===== src/rtl/pba_pkg.sv =====
// Shared types and constants for the page bitmap allocator.
package pba_pkg;

   localparam int FUNC_W   = 3;
   localparam int SIZE_W   = 19;
   localparam int PAGE_W   = 10;
   localparam int STATUS_W = 2;

   localparam logic [SIZE_W-1:0] BYTES_MAX = '1;

   // Page map entry encodings
   localparam logic [1:0] MAP_FREE = 2'b00;
   localparam logic [1:0] MAP_USED = 2'b01;
   localparam logic [1:0] MAP_END  = 2'b11;

   typedef enum logic [FUNC_W-1:0] {
      FN_ALLOC      = 3'd0,
      FN_FREE       = 3'd1,
      FN_SIZE       = 3'd2,
      FN_FREE_SPACE = 3'd3,
      FN_USED_SPACE = 3'd4
   } pba_func_type;

   typedef enum logic [STATUS_W-1:0] {
      STAT_OK        = 2'd0,
      STAT_NO_MEMORY = 2'd1,
      STAT_BAD_CHAIN = 2'd2
   } pba_status_type;

   typedef enum logic [2:0] {
      ST_CLEAR,
      ST_IDLE,
      ST_DISPATCH,
      ST_SCAN,
      ST_FILL,
      ST_WALK,
      ST_FINISH
   } pba_state_type;

   typedef enum logic [2:0] {
      DP_NOP,
      DP_CLEAR,
      DP_SCAN,
      DP_FILL,
      DP_WALK
   } pba_op_type;

   typedef enum logic [2:0] {
      RK_OK_ZERO,
      RK_NO_MEMORY,
      RK_BAD_CHAIN,
      RK_ALLOC,
      RK_SIZE,
      RK_FREE_SPACE,
      RK_USED_SPACE
   } pba_kind_type;

   typedef struct packed {
      pba_op_type   op;
      logic         load;
      logic         rsp_load;
      pba_kind_type rsp_kind;
   } pba_cmd_type;

   typedef struct packed {
      logic [FUNC_W-1:0] func;
      logic              size_zero;
      logic              start_ok;
      logic              clear_last;
      logic              scan_hit;
      logic              scan_miss;
      logic              fill_last;
      logic              walk_end;
      logic              walk_bad;
   } pba_sts_type;

endpackage


===== src/rtl/page_bitmap_allocator_core.sv =====
// Allocate reads one page per cycle through the single page map read port, then makes
//   one write per page of the run. One request at a time; a new request is taken while
//   the previous result waits in the output register.
// Reset: synchronous; a clearing pass then zeroes the page map with req_ready low.
module page_bitmap_allocator_core import pba_pkg::*; #(
   parameter int NUM_PAGES  = 1024,
   parameter int PAGE_BYTES = 256
) (
   input  logic                clock,
   input  logic                reset,
   input  logic                req_valid,
   output logic                req_ready,
   input  logic [FUNC_W-1:0]   req_func,
   input  logic [SIZE_W-1:0]   req_size_bytes,
   input  logic [PAGE_W-1:0]   req_page_index,
   output logic                rsp_valid,
   input  logic                rsp_ready,
   output logic [STATUS_W-1:0] rsp_status,
   output logic [PAGE_W-1:0]   rsp_result_page,
   output logic [SIZE_W-1:0]   rsp_byte_count
);

   pba_cmd_type cmd;
   pba_sts_type sts;

   pba_ctrl u_ctrl (
      .clock     (clock),
      .reset     (reset),
      .req_valid (req_valid),
      .req_ready (req_ready),
      .rsp_valid (rsp_valid),
      .rsp_ready (rsp_ready),
      .cmd       (cmd),
      .sts       (sts)
   );

   pba_datapath #(
      .NUM_PAGES  (NUM_PAGES),
      .PAGE_BYTES (PAGE_BYTES)
   ) u_datapath (
      .clock           (clock),
      .reset           (reset),
      .cmd             (cmd),
      .sts             (sts),
      .req_func        (req_func),
      .req_size_bytes  (req_size_bytes),
      .req_page_index  (req_page_index),
      .rsp_status      (rsp_status),
      .rsp_result_page (rsp_result_page),
      .rsp_byte_count  (rsp_byte_count)
   );

endmodule


===== src/rtl/pba_datapath.sv =====
// Page map memory, scan and walk pointers, usage counter and result registers.
module pba_datapath import pba_pkg::*; #(
   parameter int NUM_PAGES  = 1024,
   parameter int PAGE_BYTES = 256
) (
   input  logic                clock,
   input  logic                reset,
   input  pba_cmd_type         cmd,
   output pba_sts_type         sts,
   input  logic [FUNC_W-1:0]   req_func,
   input  logic [SIZE_W-1:0]   req_size_bytes,
   input  logic [PAGE_W-1:0]   req_page_index,
   output logic [STATUS_W-1:0] rsp_status,
   output logic [PAGE_W-1:0]   rsp_result_page,
   output logic [SIZE_W-1:0]   rsp_byte_count
);

   localparam int PW  = $clog2(NUM_PAGES);
   localparam int CW  = $clog2(NUM_PAGES + 1);
   localparam int RBW = SIZE_W + 1;
   localparam logic [PW-1:0]  TOP  = PW'(NUM_PAGES - 1);
   localparam logic [RBW-1:0] PB_R = RBW'(PAGE_BYTES);

   logic [1:0] mem [NUM_PAGES];

   logic [FUNC_W-1:0]   func_ff, func_in;
   logic [SIZE_W-1:0]   size_ff, size_in;
   logic                start_ok_ff, start_ok_in;
   logic [PW-1:0]       ptr_ff, ptr_in;
   logic                stop_ff, stop_in;
   logic                rvld_ff, rvld_in;
   logic [PW-1:0]       raddr_ff, raddr_in;
   logic [1:0]          rdata_ff;
   logic [CW-1:0]       run_ff, run_in;
   logic [RBW-1:0]      runb_ff, runb_in;
   logic [CW-1:0]       n_ff, n_in;
   logic [PW-1:0]       base_ff, base_in;
   logic [CW-1:0]       used_ff, used_in;
   logic [STATUS_W-1:0] rsp_status_ff, rsp_status_in;
   logic [PAGE_W-1:0]   rsp_page_ff, rsp_page_in;
   logic [SIZE_W-1:0]   rsp_bytes_ff, rsp_bytes_in;

   logic          mem_we, mem_re;
   logic [PW-1:0] mem_waddr;
   logic [1:0]    mem_wdata;
   logic          scan_hit, walk_end;
   logic [CW-1:0] cnt_sel;
   logic [31:0]   prod;

   assign scan_hit = rvld_ff && !rdata_ff[0] && ((runb_ff + PB_R) >= RBW'(size_ff));
   assign walk_end = rvld_ff && (rdata_ff == MAP_END);

   always_comb begin
      func_in     = func_ff;
      size_in     = size_ff;
      start_ok_in = start_ok_ff;
      ptr_in      = ptr_ff;
      stop_in     = stop_ff;
      rvld_in     = 1'b0;
      raddr_in    = raddr_ff;
      run_in      = run_ff;
      runb_in     = runb_ff;
      n_in        = n_ff;
      base_in     = base_ff;
      used_in     = used_ff;
      mem_we      = 1'b0;
      mem_re      = 1'b0;
      mem_waddr   = ptr_ff;
      mem_wdata   = MAP_FREE;

      if (cmd.load) begin
         func_in     = req_func;
         size_in     = req_size_bytes;
         start_ok_in = 32'(req_page_index) < NUM_PAGES;
         ptr_in      = (req_func == FN_ALLOC) ? TOP : PW'(req_page_index);
         stop_in     = 1'b0;
         run_in      = '0;
         runb_in     = '0;
         n_in        = '0;
      end

      case (cmd.op)
         DP_CLEAR: begin
            mem_we = 1'b1;
            ptr_in = ptr_ff + 1'b1;
         end
         DP_SCAN: begin
            // Issue reads downward, evaluate the page read last cycle
            if (!stop_ff) begin
               mem_re   = 1'b1;
               rvld_in  = 1'b1;
               raddr_in = ptr_ff;
               if (ptr_ff == '0) stop_in = 1'b1;
               else ptr_in = ptr_ff - 1'b1;
            end
            if (rvld_ff) begin
               if (rdata_ff[0]) begin
                  run_in  = '0;
                  runb_in = '0;
               end else begin
                  run_in  = run_ff + 1'b1;
                  runb_in = runb_ff + PB_R;
               end
               if (scan_hit) begin
                  ptr_in  = raddr_ff;
                  base_in = raddr_ff;
                  n_in    = run_ff + 1'b1;
                  used_in = used_ff + run_ff + CW'(1);
               end
            end
         end
         DP_FILL: begin
            mem_we    = 1'b1;
            mem_wdata = (run_ff == CW'(1)) ? MAP_END : MAP_USED;
            ptr_in    = ptr_ff + 1'b1;
            run_in    = run_ff - 1'b1;
         end
         DP_WALK: begin
            if (!stop_ff) begin
               mem_re   = 1'b1;
               rvld_in  = 1'b1;
               raddr_in = ptr_ff;
               if (ptr_ff == TOP) stop_in = 1'b1;
               else ptr_in = ptr_ff + 1'b1;
            end
            if (rvld_ff) begin
               n_in = n_ff + 1'b1;
               if (func_ff == FN_FREE) begin
                  mem_we    = 1'b1;
                  mem_waddr = raddr_ff;
                  if (rdata_ff[0]) used_in = used_ff - 1'b1;
               end
            end
         end
         default: ;
      endcase
   end

   always_comb begin
      case (cmd.rsp_kind)
         RK_ALLOC, RK_SIZE: cnt_sel = n_ff;
         RK_FREE_SPACE:     cnt_sel = CW'(NUM_PAGES) - used_ff;
         RK_USED_SPACE:     cnt_sel = used_ff;
         default:           cnt_sel = '0;
      endcase
      prod = 32'(cnt_sel) * 32'(PAGE_BYTES);
      rsp_bytes_in = (prod > 32'(BYTES_MAX)) ? BYTES_MAX : prod[SIZE_W-1:0];
      rsp_page_in  = (cmd.rsp_kind == RK_ALLOC) ? PAGE_W'(base_ff) : '0;
      case (cmd.rsp_kind)
         RK_NO_MEMORY: rsp_status_in = STAT_NO_MEMORY;
         RK_BAD_CHAIN: rsp_status_in = STAT_BAD_CHAIN;
         default:      rsp_status_in = STAT_OK;
      endcase
   end

   always_ff @(posedge clock) begin
      if (mem_we) mem[mem_waddr] <= mem_wdata;
      if (mem_re) rdata_ff <= mem[ptr_ff];
   end

   always_ff @(posedge clock) begin
      if (reset) begin
         ptr_ff  <= '0;
         stop_ff <= 1'b0;
         rvld_ff <= 1'b0;
         used_ff <= '0;
      end else begin
         ptr_ff  <= ptr_in;
         stop_ff <= stop_in;
         rvld_ff <= rvld_in;
         used_ff <= used_in;
      end
   end

   always_ff @(posedge clock) begin
      func_ff     <= func_in;
      size_ff     <= size_in;
      start_ok_ff <= start_ok_in;
      raddr_ff    <= raddr_in;
      run_ff      <= run_in;
      runb_ff     <= runb_in;
      n_ff        <= n_in;
      base_ff     <= base_in;
      if (cmd.rsp_load) begin
         rsp_status_ff <= rsp_status_in;
         rsp_page_ff   <= rsp_page_in;
         rsp_bytes_ff  <= rsp_bytes_in;
      end
   end

   always_comb begin
      sts.func       = func_ff;
      sts.size_zero  = (size_ff == '0);
      sts.start_ok   = start_ok_ff;
      sts.clear_last = (ptr_ff == TOP);
      sts.scan_hit   = scan_hit;
      sts.scan_miss  = rvld_ff && !scan_hit && (raddr_ff == '0);
      sts.fill_last  = (run_ff == CW'(1));
      sts.walk_end   = walk_end;
      sts.walk_bad   = rvld_ff && !walk_end && (raddr_ff == TOP);
   end

   assign rsp_status      = rsp_status_ff;
   assign rsp_result_page = rsp_page_ff;
   assign rsp_byte_count  = rsp_bytes_ff;

   a_used_bound: assert property (@(posedge clock) disable iff (reset)
      32'(used_ff) <= NUM_PAGES)
      else $error("used page count exceeds map size");

   a_fill_in_map: assert property (@(posedge clock) disable iff (reset)
      (cmd.op == DP_FILL) |-> (ptr_ff <= TOP) && (run_ff != '0))
      else $error("fill runs past the map or with no pages left");

endmodule


===== src/rtl/pba_ctrl.sv =====
// Sequencer for the page bitmap allocator: clearing pass, scan, fill, walk, result hand-off.
module pba_ctrl import pba_pkg::*; (
   input  logic        clock,
   input  logic        reset,
   input  logic        req_valid,
   output logic        req_ready,
   output logic        rsp_valid,
   input  logic        rsp_ready,
   output pba_cmd_type cmd,
   input  pba_sts_type sts
);

   pba_state_type state_ff, state_in;
   pba_kind_type  kind_ff, kind_in;
   logic          rsp_valid_ff, rsp_valid_in;
   logic          finish_go;

   assign finish_go = (state_ff == ST_FINISH) && (!rsp_valid_ff || rsp_ready);

   always_comb begin
      state_in = state_ff;
      kind_in  = kind_ff;
      unique case (state_ff)
         ST_CLEAR: begin
            if (sts.clear_last) state_in = ST_IDLE;
         end
         ST_IDLE: begin
            if (req_valid) state_in = ST_DISPATCH;
         end
         ST_DISPATCH: begin
            state_in = ST_FINISH;
            case (sts.func) inside
               FN_ALLOC: begin
                  if (sts.size_zero) kind_in = RK_NO_MEMORY;
                  else state_in = ST_SCAN;
               end
               FN_FREE, FN_SIZE: begin
                  if (sts.start_ok) state_in = ST_WALK;
                  else kind_in = RK_OK_ZERO;
               end
               FN_FREE_SPACE: kind_in = RK_FREE_SPACE;
               FN_USED_SPACE: kind_in = RK_USED_SPACE;
               default:       kind_in = RK_OK_ZERO;
            endcase
         end
         ST_SCAN: begin
            if (sts.scan_hit) begin
               state_in = ST_FILL;
            end else if (sts.scan_miss) begin
               state_in = ST_FINISH;
               kind_in  = RK_NO_MEMORY;
            end
         end
         ST_FILL: begin
            if (sts.fill_last) begin
               state_in = ST_FINISH;
               kind_in  = RK_ALLOC;
            end
         end
         ST_WALK: begin
            if (sts.walk_end) begin
               state_in = ST_FINISH;
               kind_in  = (sts.func == FN_SIZE) ? RK_SIZE : RK_OK_ZERO;
            end else if (sts.walk_bad) begin
               state_in = ST_FINISH;
               kind_in  = RK_BAD_CHAIN;
            end
         end
         ST_FINISH: begin
            if (finish_go) state_in = ST_IDLE;
         end
         default: state_in = ST_CLEAR;
      endcase
   end

   always_comb begin
      req_ready    = 1'b0;
      cmd.op       = DP_NOP;
      cmd.load     = 1'b0;
      cmd.rsp_load = 1'b0;
      cmd.rsp_kind = kind_ff;
      unique case (state_ff)
         ST_CLEAR: cmd.op = DP_CLEAR;
         ST_IDLE: begin
            req_ready = 1'b1;
            cmd.load  = req_valid;
         end
         ST_DISPATCH: ;
         ST_SCAN:     cmd.op = DP_SCAN;
         ST_FILL:     cmd.op = DP_FILL;
         ST_WALK:     cmd.op = DP_WALK;
         ST_FINISH:   cmd.rsp_load = finish_go;
         default: ;
      endcase
   end

   // Set on a new result, drop when the old one is taken
   always_comb begin
      rsp_valid_in = rsp_valid_ff;
      if (finish_go) rsp_valid_in = 1'b1;
      else if (rsp_ready) rsp_valid_in = 1'b0;
   end

   always_ff @(posedge clock) begin
      if (reset) begin
         state_ff     <= ST_CLEAR;
         kind_ff      <= RK_OK_ZERO;
         rsp_valid_ff <= 1'b0;
      end else begin
         state_ff     <= state_in;
         kind_ff      <= kind_in;
         rsp_valid_ff <= rsp_valid_in;
      end
   end

   assign rsp_valid = rsp_valid_ff;

   a_accept_dispatch: assert property (@(posedge clock) disable iff (reset)
      (req_valid && req_ready) |=> (state_ff == ST_DISPATCH))
      else $error("accepted request not dispatched");

   a_load_sets_valid: assert property (@(posedge clock) disable iff (reset)
      cmd.rsp_load |=> rsp_valid)
      else $error("loaded result not presented");

   a_fill_after_scan: assert property (@(posedge clock) disable iff (reset)
      ($rose(state_ff == ST_FILL)) |-> ($past(state_ff) == ST_SCAN) && $past(sts.scan_hit))
      else $error("fill entered without a fitting run");

endmodule


===== config.mk =====
export PLATFORM = sky130hd
export DESIGN_NAME = page_bitmap_allocator_core
export DESIGN_NICKNAME = d
export VERILOG_FILES = /design/src/rtl/pba_pkg.sv /design/src/rtl/page_bitmap_allocator_core.sv /design/src/rtl/pba_datapath.sv /design/src/rtl/pba_ctrl.sv
export SDC_FILE = /design/constraint.sdc
export NUM_CORES = 2
export LEC_CHECK = 0
export BUFFER_PORTS_ARGS = -buffer_cell sky130_fd_sc_hd__buf_4
export CAP_MARGIN = 20
export CELL_PAD_IN_SITES_DETAIL_PLACEMENT = 0
export CELL_PAD_IN_SITES_GLOBAL_PLACEMENT = 1
export CORE_UTILIZATION = 45
export DETAILED_ROUTE_END_ITERATION = 16
export GPL_ROUTABILITY_DRIVEN = 0
export PLACE_DENSITY = 0.7
export SYNTH_ARGS = -nofsm -noshare
export SYNTH_HDL_FRONTEND = slang
export SYNTH_SLANG_ARGS = --single-unit

===== constraint.sdc =====
create_clock -name clock -period 91.9 [get_ports clock]
set_input_delay 18.38 -clock clock [delete_from_list [all_inputs] [get_ports clock]]
set_output_delay 18.38 -clock clock [all_outputs]
set_load 0.05 [all_outputs]

==> impl_metrics.env <==
export IMPL_start_util_pct=45.3
export IMPL_yosys_area_top_type="edfxtp_1"
export IMPL_die_x_um=454
export IMPL_rsz0062_at_grt="no"
export IMPL_placed_cell_area_mm2=0.0952
export IMPL_busiest_layer="met2"
export IMPL_p_seq_share_pct=52.1
export IMPL_grt_total_usage_pct=26.3
export IMPL_fillers=16600
export IMPL_power_frac_comb_pct=6.0
export IMPL_io_pin_count=69
export IMPL_grt_pass1_wl_um=386000
export IMPL_use_met2_pct=41.7
export IMPL_hold_buffers=0
export IMPL_fin_nets=5770
export IMPL_cts_sinks=2187
export IMPL_cts_buffers=223
export IMPL_finalSetupViolCount=0
export IMPL_critPathArrivalTime_ns=2.32
export IMPL_max_slew_margin_pct=17.8
export IMPL_critPathBufInv=2
export IMPL_grt_max_degree=220
export IMPL_slowest_delay_ns=0.66
export IMPL_finalCriticalPeriod_ns=20.70
export IMPL_clockRootBuffer="clkbuf_16"
export IMPL_met3_usage_pct=4.91
export IMPL_path_class="reg -> out"
export IMPL_min_path_type="reg -> reg"
export IMPL_path_cells="inv_1 -> nor3_1 -> buf_4"
export IMPL_netlist_area_mm2=0.0918
export IMPL_cp_slowest_cell="dfxtp_1"
export IMPL_netlist_instances=5687
export IMPL_fmax_mhz=48.3
export IMPL_power_density_mw_per_mm2=20.6
export IMPL_cap_violations=0
export IMPL_drtPass1Iterations=6
export IMPL_vdd_drop_max_uv=18.0
export IMPL_synth_avg_cell_area_um2=16.1
export IMPL_synthTopCellsByArea="edfxtp_1 (69%), mux4_2 (12%), nor2_1 (4.6%), mux2i_1 (1.5%), dfxtp_1 (1.4%)"
export IMPL_synth_edff_count=2123
export IMPL_finalClockSkew_ns=0.0621
export IMPL_hold_viol=0
export IMPL_cp_start_kind="flip-flop"
export IMPL_leakage_nw=29.9
export IMPL_die_area_mm2=0.206
export IMPL_seq_area_mm2=0.0650
export IMPL_async_flop_share_pct=0
export IMPL_p_sw_w=0.000479
export IMPL_status="complete, no violations"
export IMPL_clkTransAtPathRegs_ns=0.06
export IMPL_clk_insertion_delay_late_ns=0.89
export IMPL_critPathCaptureType="output pin"
export IMPL_grt_pass1_vias=53100
export IMPL_antenna_found_initial=13
export IMPL_dp_hpwl_um=156000
export IMPL_routed_wl_um=272000
export IMPL_h_tree_depth=4
export IMPL_cp_required_ns=73.52
export IMPL_globalRouteMet1Util_pct=36.4
export IMPL_intPower_w=0.00163
export IMPL_coreArea_mm2=0.203
export IMPL_drtIter0Drc=7276
export IMPL_pwr_share_clk_pct=41.9
export IMPL_area_growth_pct=11.4
export IMPL_cts_tree="done"
export IMPL_fin_util_pct=50.5
export IMPL_synth_ff_type="edfxtp_1"
export IMPL_fin_crit_sh_pct=22.5
export IMPL_yosysWarningCount=0
export IMPL_postRouteAntennaNets=0
export IMPL_tightest_slew_ns=1.23
export IMPL_finalSetupTns_ns=0
export IMPL_num_rows=165
export IMPL_p_sw_share_pct=22.7
export IMPL_clk_path_buf_depth=3
export IMPL_dieHeight_um=454
export IMPL_synth_seq_area_share_pct=70.8
export IMPL_drcViolationCount=0
export IMPL_ys_types=85
export IMPL_vias_per_cell=6.27
export IMPL_drive_gt1_share_pct=18.6
export IMPL_wire_per_inst_um=31.7
export IMPL_via_count=53700
export IMPL_overflow=0
export IMPL_multiInputGateArea_mm2=0.0245
export IMPL_synth_top_area_share_pct=69.4
export IMPL_ys_seq_elements=2187
export IMPL_post_route_cell_area_mm2=0.102
export IMPL_p_total_w=0.00211
export IMPL_path_delay_family="flip-flops"
export IMPL_hold_ws_ns=0.492
export IMPL_ctsResizeCount=0
export IMPL_slew_viol_final=0
export IMPL_critPathMaxFanout=17
export IMPL_io_buffers=60
export IMPL_postCtsSetupRepairBufs=0
registers in the layout, indices dropped and copies added (netlist names), 11 cells and up:
register and flops:
u_datapath.runb_ff 20, u_datapath.rsp_byte_count 11, u_datapath.used_ff 11, u_datapath.n_ff 11
u_datapath.size_ff 19, u_datapath.mem 2048, u_datapath.run_ff 11
tightest hold or removal path: cells and delay by family (launching register included):
family	cells	cell delay, ns
flops	1	0.33
compound gates	1	0.06
simple gates	1	0.06
through the flow:
step	std cells	setup slack (ns)
3_5_place_dp	8141	70.93
6_report	8561	71.20
5_1_grt	8553	70.98
4_1_cts	8553	71.16
3_3_place_gp	8127	70.95
2_1_floorplan	5694	44.47
cell families after synthesis:
family	share of synthesized area, %
other	0.00408
buffers and inverters	2.70
flip-flops	70.8
multiplexers	13.4
AND/OR/NAND/NOR	7.48
AO/OA/AOI/OAI	4.57
adder cells (fa/ha/maj)	0.553
XOR/XNOR	0.467
Yosys cell counts, types with 44 or more instances:
cell type	number
nor3_1	47
mux4_2	472
a22oi_1	73
edfxtp_1	2123
a21oi_1	101
nand2_1	241
a221oi_1	44
o21ai_0	104
buf_1	70
dfxtp_1	64
buf_2	93
nor2_1	1126
mux2i_1	137
nand3_1	77
clkbuf_1	220
o22ai_1	54
inv_1	51
final timing paths:
path / from / end / slack, ns / depth (start not counted)
worst max-delay path: u_ctrl.state_ff[0]$_SDFFE_PP0P_ / req_ready / 71.20 / 3
worst min-delay path: u_datapath.runb_ff[19]$_DFF_P_ / u_datapath.runb_ff[19]$_DFF_P_ / 0.49 / 2
worst max register to register: u_datapath.ptr_ff[0]$_SDFF_PP0_ / u_datapath.rdata_ff[1]$_DFFE_PP_ / 85.79 / 11
worst min register to register: u_datapath.runb_ff[19]$_DFF_P_ / u_datapath.runb_ff[19]$_DFF_P_ / 0.49 / 2
cell type report:
cell class              count  area share (%)
clock buffers             267            5.62
diodes                      8          0.0196
multi-input cells        2999            24.0
inverters                  54           0.210
flip-flops and latches   2187            63.6
clock inverters           145            1.31
well taps                2672            3.27
repair buffers            229            2.00
cells in the final DEF (no fill, tap or decap), types with 58 or more instances in the layout:
master / synthesis / final
nand3_1: 77 / 77
mux2i_1: 137 / 137
clkbuf_16: 0 / 223
a22oi_1: 73 / 73
nand2_1: 241 / 208
a21oi_1: 101 / 100
clkinv_1: 2 / 62
dfxtp_1: 64 / 58
mux4_2: 472 / 472
nor2_1: 1126 / 1122
buf_4: 29 / 209
edfxtp_1: 2123 / 2123
o21ai_0: 104 / 104
power by group through the flow:
| stage | clock (W) | combinational (W) | sequential (W) |
|---|---|---|---|
| 2_1_floorplan | 0 | 0.0000944 | 0.00111 |
| 3_3_place_gp | 0 | 0.000126 | 0.00112 |
| 3_5_place_dp | 0 | 0.000126 | 0.00112 |
| 4_1_cts | 0.000892 | 0.000127 | 0.00110 |
| 5_1_grt | 0.000929 | 0.000135 | 0.00110 |
| 6_report | 0.000883 | 0.000127 | 0.00110 |
routing by layer:
metal,vias to the layer above,share of wire [%]
li1,22200,-
met1,28200,39
met4,2,3.6
met5,-,0.0033
met2,2760,48
met3,513,9.6
Power figures use the tool's default switching activity.
